==> config.mk <==
export PLATFORM = sky130hd
export DESIGN_NAME = gn2_lerp
export DESIGN_NICKNAME = d
export VERILOG_FILES = /design/src/hw/rtl/gn2_pkg.sv /design/src/hw/rtl/gn2_lerp.sv
export SDC_FILE = /design/constraint.sdc
export NUM_CORES = 1
export LEC_CHECK = 0
export ABC_AREA = 1
export BUFFER_PORTS_ARGS = -buffer_cell sky130_fd_sc_hd__buf_4
export CAP_MARGIN = 15
export CORE_MARGIN = 2
export CORE_UTILIZATION = 35
export DETAILED_ROUTE_END_ITERATION = 6
export SLEW_MARGIN = 30
export SYNTH_ARGS = -nofsm -noshare
export SYNTH_HDL_FRONTEND = slang
export SYNTH_SLANG_ARGS = --single-unit
==> constraint.sdc <==
create_clock -name clk -period 9 [get_ports clk]
set_input_delay 2.25 -clock clk [delete_from_list [all_inputs] [get_ports clk]]
set_output_delay 2.25 -clock clk [all_outputs]
set_load 0.05 [all_outputs]
==> src/hw/rtl/gn2_pkg.sv <==
`timescale 1ns / 1ps
// Shared types and constants for the 2D gradient noise core.
// No dependencies; every other file in hw/rtl uses it by scoped name.
package gn2_pkg;

  localparam int GRID_SIZE_DEF = 16;
  localparam int FRAC_BITS_DEF = 8;

  localparam int CELL_W   = 4;
  localparam int GRAD_W   = 16;
  localparam int POS_W    = 12;
  localparam int NOISE_W  = 16;
  localparam int ENTRY_W  = 2 * GRAD_W;
  localparam int CORNER_W = 18;

  // Compare-subtract steps that bring an integer part below the grid size
  localparam int RED_STEPS = 8;

  localparam int PIPE_DEPTH = 8;

  typedef enum logic {
    CMD_WRITE = 1'b0,
    CMD_EVAL  = 1'b1
  } cmd_t;

endpackage

==> src/hw/rtl/gn2_lerp.sv <==
`timescale 1ns / 1ps
// Linear interpolation a + round(t * (b - a)), two stages.
// Uses gn2_pkg for the value width.
module gn2_lerp #(
  parameter int FRAC_BITS = gn2_pkg::FRAC_BITS_DEF
) (
  input  logic                                clk,
  input  logic signed [gn2_pkg::CORNER_W-1:0] a,
  input  logic signed [gn2_pkg::CORNER_W-1:0] b,
  input  logic [FRAC_BITS-1:0]                t,
  output logic signed [gn2_pkg::CORNER_W-1:0] res_r
);

  localparam int W  = gn2_pkg::CORNER_W;
  localparam int PW = W + FRAC_BITS + 2;

  logic signed [W:0]         diff;
  logic signed [FRAC_BITS:0] t_s;
  logic signed [PW-1:0]      prod_r;
  logic signed [W-1:0]       a_r;
  logic signed [PW-1:0]      rnd;
  logic signed [PW-1:0]      step;
  logic signed [W+1:0]       sum;

  assign diff = (W+1)'(b) - (W+1)'(a);
  assign t_s  = {1'b0, t};

  always_ff @(posedge clk) begin
    prod_r <= diff * t_s;
    a_r    <= a;
  end

  assign rnd  = prod_r + (PW'(1) <<< (FRAC_BITS - 1));
  assign step = rnd >>> FRAC_BITS;
  assign sum  = (W+2)'(a_r) + (W+2)'(step);

  always_ff @(posedge clk) begin
    res_r <= W'(sum);
  end

endmodule

Yosys cells after proc, flatten, opt, wreduce, memory -nomap -nowiden
Index checks and enable logic that the tools add are counted.
- register bits after elaboration: 62
- input bits: 45
- output and inout port bits: 18
- logic and storage cells: 7
- add/subtract/negate cells: 3
- multipliers: 1
- operators by type and width (cell ; number):
    adder 26 x 9 -> 26 bit, second input constant ; 1
    multiplier 19 x 9 -> 26 bit ; 1
    subtractor 18 x 18 -> 19 bit ; 1
    adder 18 bit ; 1

Longest topological paths before layout
- word-level depth: 2
- gate-level depth with buffers: 33
- depth with buffers taken out: 33

Worst setup path before layout
Ideal clock, no wire load.
- path type: input port to flip-flop
- from: in b[0] in the netlist's numbering
- to: reg prod_r[21]
- arrival: 6.999 ns
- path slack: 1.930 ns
- cell stages on the path: 25
- cell sequence: inv_1 -> ha_1 -> fa_1 -> inv_1 -> nand2_1 -> nand3_2 -> nand2_1 -> nand2_2 -> xnor2_2 -> or2_1 -> fa_1 -> inv_1 -> fa_1 -> fa_1 -> inv_1 -> fa_1 -> inv_1 -> ha_1 -> nand2_2 -> nor2_4 -> inv_2 -> nor2_2 -> or3b_1 -> nand3_1 -> xor2_1
- longest elaborated chain between the ends: 2
- ends and longest elaborated chain (element ; RTL line ; text):
    start, declared ; gn2_lerp.sv:9 ; input logic signed [gn2_pkg::CORNER_W-1:0] b,
    subtractor 18 x 18 -> 19 bit ; gn2_lerp.sv:25 ; assign diff = (W+1)'(b) - (W+1)'(a);
    multiplier 19 x 9 -> 26 bit ; gn2_lerp.sv:29 ; prod_r <= diff * t_s;
    end signal, assigned ; gn2_lerp.sv:29 ;
    end, declared ; gn2_lerp.sv:19 ; logic signed [PW-1:0] prod_r;
Every way passes these cells.

Worst setup path in the final report
- from: in a[2] in the netlist's numbering
- to: reg prod_r[23]
- longest elaborated chain between the ends: 2
- ends and longest elaborated chain (element ; RTL line ; text):
    start, declared ; gn2_lerp.sv:8 ; input logic signed [gn2_pkg::CORNER_W-1:0] a,
    subtractor 18 x 18 -> 19 bit ; gn2_lerp.sv:25 ;
    multiplier 19 x 9 -> 26 bit ; gn2_lerp.sv:29 ;
Every way passes these cells.

==> impl_metrics.json <==
{
  "yosysWarnings": 0,
  "row_count": 57,
  "critPathMaxStageDelay_ns": 0.53,
  "clock-sinks": 55,
  "hold_buffers": 0,
  "synth_top_cell_area_share_pct": 25.84,
  "period_share_pct": 84.56,
  "synth_cell_type_count": 49,
  "hold_violations": 0,
  "status": "complete, no violations",
  "area_growth_pct": 11.06,
  "die_h_um": 162.1,
  "ant_nets": 0,
  "grt_max_degree": 20,
  "grt_pass1_wl_um": 38840,
  "nFillCells": 2525,
  "htree_levels": 2,
  "cp.buffers_inverters": 6,
  "async_flop_share_pct": 0,
  "crit_family": "adder cells",
  "netlist_instances": 1186,
  "gp_congestion": 0.9629,
  "start_util_pct": 35.78,
  "hold_class": "reg2reg",
  "yosysSeqAreaShare_pct": 12.58,
  "via_per_inst": 4.768,
  "synthSimpleGateAreaFrac_pct": 23.57,
  "drive_above_1_share_pct": 8.923,
  "post_cts_buffers": 0,
  "hpwl_um": 20660,
  "tightest_slew_ns": 0.6697,
  "ys_top_cells_by_count": "inv_1 (280), nand2_1 (212), nor2_1 (131)",
  "n_antenna_cell": 0,
  "route.detailed.drc": 0,
  "ctsResizeCount": 0,
  "cp.arrival_ns": 7.84,
  "clock_latency_ns": 0.29,
  "synth-edff-count": 0,
  "synth-xor-area-share_pct": 6.075,
  "coreArea_mm2": 0.02446,
  "setup-tns-final_ns": 0,
  "crit_path_end_kind": "flop",
  "yosys.area_share.adder_pct": 38.28,
  "finalCriticalPeriod_ns": 7.610,
  "io_buffers": 62,
  "ys.flop_type": "dfxtp_1",
  "max_freq_mhz": 131.4,
  "skew_ns": 0.004478,
  "detail_route.wl_per_cell_um": 15.06,
  "yosys.area.top_type": "fa_1",
  "clk_pin_slew_ns": 0.07,
  "grtUsageTotal_pct": 18.57,
  "cts_buffers": 5,
  "dr.pass1.iters": 6,
  "cts_tree": "yes",
  "rsz0062_at_grt": "no",
  "worstSetupStartpointType": "primary input",
  "synth_most_common_cell": "inv_1",
  "fp.dieW_um": 162.1,
  "netlist_area_mm2": 0.008753,
  "synth_seq_cells": 55,
  "fin_nets": 1489,
  "cp_max_fo": 6,
  "drv_slew": 0,
  "syn_nets": 1431,
  "clockRootBuffer": "clkbuf_16",
  "cp_slowest_cell": "fa_1",
  "drt-total-wl_um": 23620,
  "synthMuxAreaShare_pct": 0,
  "synth_top_family_by_area": "adder cells",
  "grt_overflow_total": 0,
  "slew_headroom_pct": 55.03,
  "vias": 7476,
  "antenna_found_initial": 0,
  "finalSetupViolations": 0,
  "dieArea_mm2": 0.02629,
  "clockBufferDepth": 2,
  "max_cap_viol_count": 0,
  "ys_top_cells_by_area": "fa_1 (26%), dfxtp_1 (13%), ha_1 (12%)",
  "drtIter0Drc": 467,
  "grt_pass1_vias": 7819,
  "path_class": "in2reg",
  "crit_required_ns": 9.23,
  "synth-compound-area-share_pct": 6.718,
  "critPathMostFrequentCell": "nand2_1",
  "design.portCount": 63,
  "syn_avg_cell_area_um2": 7.381
}
-- sequential cells by signal, summed over array words and instances, names as in the netlist --
name    cells
res_r      18
prod_r     19
a_r        18
-- cells in the final DEF, fill, tap and decap left out, drive strengths merged, types with 3 or more instances in the layout --
| cell type | synthesis | final |
|---|---|---|
| o31ai | 3 | 3 |
| inv | 283 | 283 |
| nor4 | 3 | 3 |
| nor2 | 136 | 136 |
| o21ai | 27 | 27 |
| a21oi | 58 | 58 |
| xor2 | 42 | 42 |
| fa | 113 | 113 |
| nor3 | 13 | 13 |
| a21o | 7 | 7 |
| clkbuf | 9 | 6 |
| xnor2 | 17 | 17 |
| nand2 | 220 | 220 |
| nand4 | 13 | 13 |
| nand3 | 69 | 69 |
| ha | 87 | 87 |
| dfxtp | 55 | 55 |
| buf | 2 | 62 |
| or2 | 11 | 11 |
| clkinv | 2 | 3 |
-- final timing paths --
kind | startpoint | endpoint | slack (ns) | depth (start not counted)
max | a[2] | prod_r[23] | 1.39 | 25
min | a_r[0] | res_r[0] | 0.47 | 1
max reg2reg | prod_r[7] | res_r[17] | 5.86 | 17
min reg2reg | a_r[0] | res_r[0] | 0.47 | 1
-- per-stage QoR --
step	cell area, um^2	util, %	instances	setup WS (ns)	hold WS [ns]
finish	9722	39.74	1568	1.390	0.4745
global route	9722	39.74	1568	1.011	0.5052
CTS	9722	39.74	1568	1.385	0.4819
detailed placement	9578	39.15	1561	1.081	0.4661
global placement	9578	39.15	1561	1.070	0.4946
floorplan	8753	-	1186	1.930	0.4324
-- area by class of cell --
class	instances	area [um^2]	area share (%)
clock buffers	6	138.9	1.429
clock inverters	1	5.005	0.05148
inverters	285	1072	11.03
multi-input cells	835	6534	67.21
flip-flops and latches	55	1101	11.33
well taps	324	405.4	4.170
repair buffers	62	465.4	4.788
-- layer usage --
layer | GRT usage [%] | vias to the layer above | wire (um)
met1 | 24.70 | 3513 | 10870
met5 | 0 | - | 0
met4 | 5.712 | 0 | 703
li1 | - | 3721 | -
met2 | 32.03 | 193 | 11110
met3 | 1.711 | 49 | 931
-- cells by family (layout without fill, tap and decap cells) --
kind of cell / count (synthesis) / count (layout)
AOI/OAI and AO/OA: 105 / 105
buffers and inverters: 296 / 354
DFF: 55 / 55
adders and majority gates: 200 / 200
and+or+nand+nor: 471 / 471
xor gates and xnor gates: 59 / 59
Power is left out: the tool's default activity adds up to more than one toggle a clock period on the data nets, which glitch-free logic cannot reach.
