[src/hw/rtl/gn2_pkg.sv]
`timescale 1ns / 1ps
// Shared types and constants for the 2D gradient noise core.
// No dependencies; every other file in hw/rtl uses it by scoped name.
package gn2_pkg;

  localparam int GRID_SIZE_DEF = 16;
  localparam int FRAC_BITS_DEF = 8;

  localparam int CELL_W   = 4;
  localparam int GRAD_W   = 16;
  localparam int POS_W    = 12;
  localparam int NOISE_W  = 16;
  localparam int ENTRY_W  = 2 * GRAD_W;
  localparam int CORNER_W = 18;

  // Compare-subtract steps that bring an integer part below the grid size
  localparam int RED_STEPS = 8;

  localparam int PIPE_DEPTH = 8;

  typedef enum logic {
    CMD_WRITE = 1'b0,
    CMD_EVAL  = 1'b1
  } cmd_t;

endpackage

[src/hw/rtl/gn2_dot.sv]
`timescale 1ns / 1ps
// Corner dot product: gradient times offset, two stages, rounded to Q3.14.
// Uses gn2_pkg for field widths.
module gn2_dot #(
  parameter int FRAC_BITS = gn2_pkg::FRAC_BITS_DEF
) (
  input  logic                                clk,
  input  logic [gn2_pkg::ENTRY_W-1:0]         entry,
  input  logic signed [FRAC_BITS:0]           dx,
  input  logic signed [FRAC_BITS:0]           dy,
  output logic signed [gn2_pkg::CORNER_W-1:0] dot_r
);

  localparam int PW = gn2_pkg::GRAD_W + FRAC_BITS + 1;
  localparam int SW = PW + 1;

  logic signed [gn2_pkg::GRAD_W-1:0] gx;
  logic signed [gn2_pkg::GRAD_W-1:0] gy;
  logic signed [PW-1:0]              prod_x_r;
  logic signed [PW-1:0]              prod_y_r;
  logic signed [SW-1:0]              sum;
  logic signed [SW-1:0]              rnd;
  logic signed [SW-1:0]              shifted;

  assign gx = entry[gn2_pkg::GRAD_W-1:0];
  assign gy = entry[gn2_pkg::ENTRY_W-1:gn2_pkg::GRAD_W];

  always_ff @(posedge clk) begin
    prod_x_r <= gx * dx;
    prod_y_r <= gy * dy;
  end

  // round half up, floor shift
  assign sum     = SW'(prod_x_r) + SW'(prod_y_r);
  assign rnd     = sum + (SW'(1) <<< (FRAC_BITS - 1));
  assign shifted = rnd >>> FRAC_BITS;

  always_ff @(posedge clk) begin
    dot_r <= gn2_pkg::CORNER_W'(shifted);
  end

endmodule

[config.mk]
export PLATFORM = sky130hd
export DESIGN_NAME = gn2_dot
export DESIGN_NICKNAME = d
export VERILOG_FILES = /design/src/hw/rtl/gn2_pkg.sv /design/src/hw/rtl/gn2_dot.sv
export SDC_FILE = /design/constraint.sdc
export NUM_CORES = 1
export LEC_CHECK = 0
export BUFFER_PORTS_ARGS = -buffer_cell sky130_fd_sc_hd__buf_4
export CORE_MARGIN = 2
export CORE_UTILIZATION = 46
export CTS_BUF_LIST = sky130_fd_sc_hd__clkbuf_2 sky130_fd_sc_hd__clkbuf_4 sky130_fd_sc_hd__clkbuf_8
export DETAILED_ROUTE_END_ITERATION = 8
export GPL_TIMING_DRIVEN = 0
export PLACE_DENSITY = 0.71
export SLEW_MARGIN = 0
export SYNTH_ARGS = -nofsm -noshare
export SYNTH_HDL_FRONTEND = slang
export SYNTH_SLANG_ARGS = --single-unit
[constraint.sdc]
create_clock -name clk -period 7.65 [get_ports clk]
set_input_delay 0.765 -clock clk [delete_from_list [all_inputs] [get_ports clk]]
set_output_delay 0.765 -clock clk [all_outputs]
set_load 0.01 [all_outputs]
# Word-level counts from Yosys, hierarchy flattened
# Index checks and enable logic that the tools add are counted.
# word_totals
register_bits	68
input_bits	51
# classes
add_sub_neg	2
multipliers	2
# ops
operator	count
16-bit by 9-bit multiplier with 25-bit output	2
25-bit by 25-bit adder with 26-bit output	1
26-bit by 9-bit adder with 26-bit output (second input constant)	1

# Longest topological paths before layout
# logic_depth
ltp_word	2
mapped_depth	19

# Least setup slack after synthesis
# No wires, ideal clock.
# synth_path
path_kind	input port to flip-flop
start	input dx[0]
end	register prod_x_r[21]
setup_ns	0.123
arrival_ns	5.258
t_required_ns	7.527
path_slack_ns	2.268
stages	18
cell_sequence	clkbuf_1 nand2_1 fa_1 inv_1 fa_1 inv_1 fa_1 inv_1 fa_1 fa_1 ha_1 a21oi_1 o21ai_0 a21oi_1 o31ai_1 a2111oi_2 o21bai_1 xor2_1
# synth_via
elab_chain_len	1
# synth_lines
item	line	rtl
from (decl)	gn2_dot.sv:9	input logic signed [FRAC_BITS:0] dx,
16-bit by 9-bit multiplier with 25-bit output	gn2_dot.sv:29	prod_x_r <= gx * dx;
to (signal assigned)	gn2_dot.sv:29	
to (decl)	gn2_dot.sv:19	logic signed [PW-1:0] prod_x_r;
# No other way between the ends.

# Final worst setup path
# layout_path
start	input dx[1]
end	register prod_x_r[21]
# Same word-level chain as after synthesis.

==> impl_results.md <==
- Status: complete, no violations
- Synth Instances: 1257
- CP startpoint: dx[1]
- Seq pwr share: 11.6%
- Post-CTS Setup Inserts: 0
- Pins Over Slew Limit: 0
- Final Hold Vio Count: 0
- Top post-synthesis cells by area: fa_1 39%, ha_1 15%, dfxtp_1 11%, and2_1 6.9%, inv_1 6.3%
- R2R depth: 9
- Mapped cell area: 12190 um2
- Vias in the first global route: 9190
- Drt total wl: 24020 um
- Crit path max fanout: 10
- Psw: 2892 uW
- Worst hold stages: 3
- EDFF count, synth: 0
- Std cell rows: 59
- Unique masters post-synth: 47
- Final Power: 5942 uW
- Worst-Skew Late Latency: 0.34 ns
- Unrepaired setup endpoints after global routing: no
- Grt ovf: 0
- Post-synth top area share: 39.07%
- Routed len/inst: 14.50 um
- Die ar.: 27830 um2
- Design Area, Final: 13200 um2
- CTS tree: yes
- Switch share: 48.68%
- Max IR drop VDD: 0.2606 mV
- WS Path Type: input port to flop
- Initial Utilization: 46.80%
- Syn_nets: 1697
- Leading area contributor after synthesis: fa_1
- Combinational share of power: 83.2%
- Fin crit period: 5.738 ns
- Met2 Routed Length: 12370 um
- Clock power frac: 5.2%
- DRT iter0 DRCs: 365
- PwrDens: 450.2 nW/um2
- Post-route ant nets: 0
- Skew final: 0.01058 ns
- Final setup vio count: 0
- Main synth FF type: dfxtp_1
- Fin Setup TNS: 0 ns
- Die height: 166.8 um
- 1st-pass router iterations: 5
- HP Start: prod_y_r[24]
- CTS resizes: 0
- Actual slew at the worst max-slew pin: 0.5754 ns
- First-pass GRT wire length: 42760 um
- Synth async-reset ratio: 0%
- # DRC: 0
- Startpoint class of the critical path: input port
- Largest net degree at the start of global routing: 12
- Maxcap violations: 0
- Via/cell ratio: 5.131
- DP HPWL: 20840 um
- Met3 routed WL: 846 um
- Slew HR: 61.31%
- R2R Path Start: prod_x_r[2]
- # hold bufs at CTS: 0
- Initial antenna violation count: 0
- Sequential element share of the synthesized area: 11.16%
- Core Region: 26060 um2
- HP Class: flop to flop
- Fmax: 174.3 MHz
- P&R area growth vs syn: 8.229%
- #FFs+latches synth: 68
- Clock Tree Buf Depth: 2
- GPL Wtd Cong: 0.8604
- Clock sinks: 68
- Critical path endpoint category: flop
- Period Utilization, post-route: 75.01%
- YS warnings: 0
- Nets: 1758
- P_int: 3050 uW
- Top Layer Used: met4
- Layout cells sized above 1: 5.673%
- Die X: 166.8 um
- DRT met1 WL: 10210 um
- Lkg Pwr: 0.006757 uW
- Syn_area_per_cell: 9.701 um2
- Worst-path clk slew: 0.07 ns
- GR Util All Layers: 18.80%
- Dpl cell area: 12990 um2
- Root buf cell: clkbuf_8
- H-tree Lvls: 3
- Crit path DAT: 5.96 ns
- WP data required: 7.87 ns
- I/O pin count: 69
- ANT cells: 0
- Port Buffers: 50
- TritonCTS buffer count: 9
- Vias: 8502
-- power by group through the flow --
stage / Clock (uW) / Combinational (uW) / Sequential, uW
6_report: 308 / 4940 / 691
4_1_cts: 319 / 5010 / 695
2_1_floorplan: 0 / 3920 / 694
5_1_grt: 334 / 5710 / 706
3_3_place_gp: 0 / 4860 / 701
3_5_place_dp: 0 / 4950 / 701
-- flip-flops by register name, summed over array words and instances (netlist names) --
| signal | cells |
|---|---|
| prod_x_r | 25 |
| prod_y_r | 25 |
| dot_r | 18 |
-- critical path, stage by stage --
cell	delay (ns)
buf_4	0.16
clkbuf_1	0.42
nand2_1	0.14
fa_1	0.53
inv_1	0.05
fa_1	0.49
inv_1	0.06
fa_1	0.52
inv_1	0.05
fa_1	0.44
fa_1	0.38
ha_1	0.32
a21oi_1	0.20
o21ai_0	0.13
a21oi_1	0.30
o31ai_1	0.19
a2111oi_2	0.50
o21bai_1	0.14
xor2_1	0.15
-- through the flow --
| stage | hold slack, ns | instances | utilization (%) | worst slack, ns |
|---|---|---|---|---|
| final | 0.6171 | 1657 | 50.65 | 1.912 |
| after detailed placement | 0.5952 | 1642 | 49.84 | 1.569 |
| after global routing | 0.6488 | 1657 | 50.65 | 1.615 |
| after CTS | 0.6248 | 1657 | 50.65 | 1.935 |
| after floorplan | 0.5710 | 1257 | - | 2.268 |
| after global placement | 0.6099 | 1642 | 49.84 | 1.619 |
-- Yosys cell counts, types with 6 or more instances --
| cell | instances |
|---|---|
| a21o_1 | 17 |
| a21oi_1 | 39 |
| and2_1 | 135 |
| clkbuf_1 | 36 |
| dfxtp_1 | 68 |
| fa_1 | 238 |
| ha_1 | 151 |
| inv_1 | 206 |
| nand2_1 | 143 |
| nand2b_1 | 11 |
| nand3_1 | 9 |
| nand4_1 | 6 |
| nor2_1 | 46 |
| o21a_1 | 10 |
| o21ai_0 | 15 |
| o21bai_1 | 11 |
| o31ai_1 | 8 |
| xnor2_1 | 46 |
| xor2_1 | 22 |
-- final cells by class --
class                           instances  area [um2]
Clock inverter                          5       77.57
Tap cell                              335       419.2
Sequential cell                        68        1361
Clock buffer                           10       131.4
Fill cell                            2422       12860
Inverter                              206       773.2
Timing Repair Buffer                   50       375.4
Multi-Input combinational cell        946        9921
Buffer                                 37       138.9
-- layer usage --
| metal | up-vias | global-route usage [%] |
|---|---|---|
| li1 | 4032 | - |
| met1 | 4299 | 23.74 |
| met2 | 129 | 33.67 |
| met3 | 42 | 2.971 |
| met4 | 0 | 4.873 |
| met5 | - | 0 |
-- worst paths after layout --
kind | slack [ns] | end
worst max-delay path | 1.91 | prod_x_r[21]
worst min-delay path | 0.62 | dot_r[17]
worst max register to register | 4.99 | dot_r[12]
worst min register to register | 0.62 | dot_r[17]
-- cell usage in the layout (no fill, tap or decap), types with 11 or more instances in the layout --
cell type  count
o21bai_1      11
and2_1       135
nand2b_1      11
clkbuf_1      36
ha_1         151
a21o_1        17
dfxtp_1       68
xnor2_1       46
buf_4         50
nand2_1      143
nor2_1        46
xor2_1        22
a21oi_1       39
inv_1        206
o21ai_0       15
fa_1         238
-- cells by family (layout without fill, tap and decap cells) --
logic type | Yosys count | in the layout | synth area share (%)
buf+inv | 243 | 308 | 7.480
compound gates | 129 | 129 | 7.296
mux | 1 | 1 | 0.08209
xor+xnor | 68 | 68 | 4.884
simple gates | 359 | 359 | 14.53
flops | 68 | 68 | 11.16
fa+ha+maj | 389 | 389 | 54.57
(Power assumes the default switching activity.)
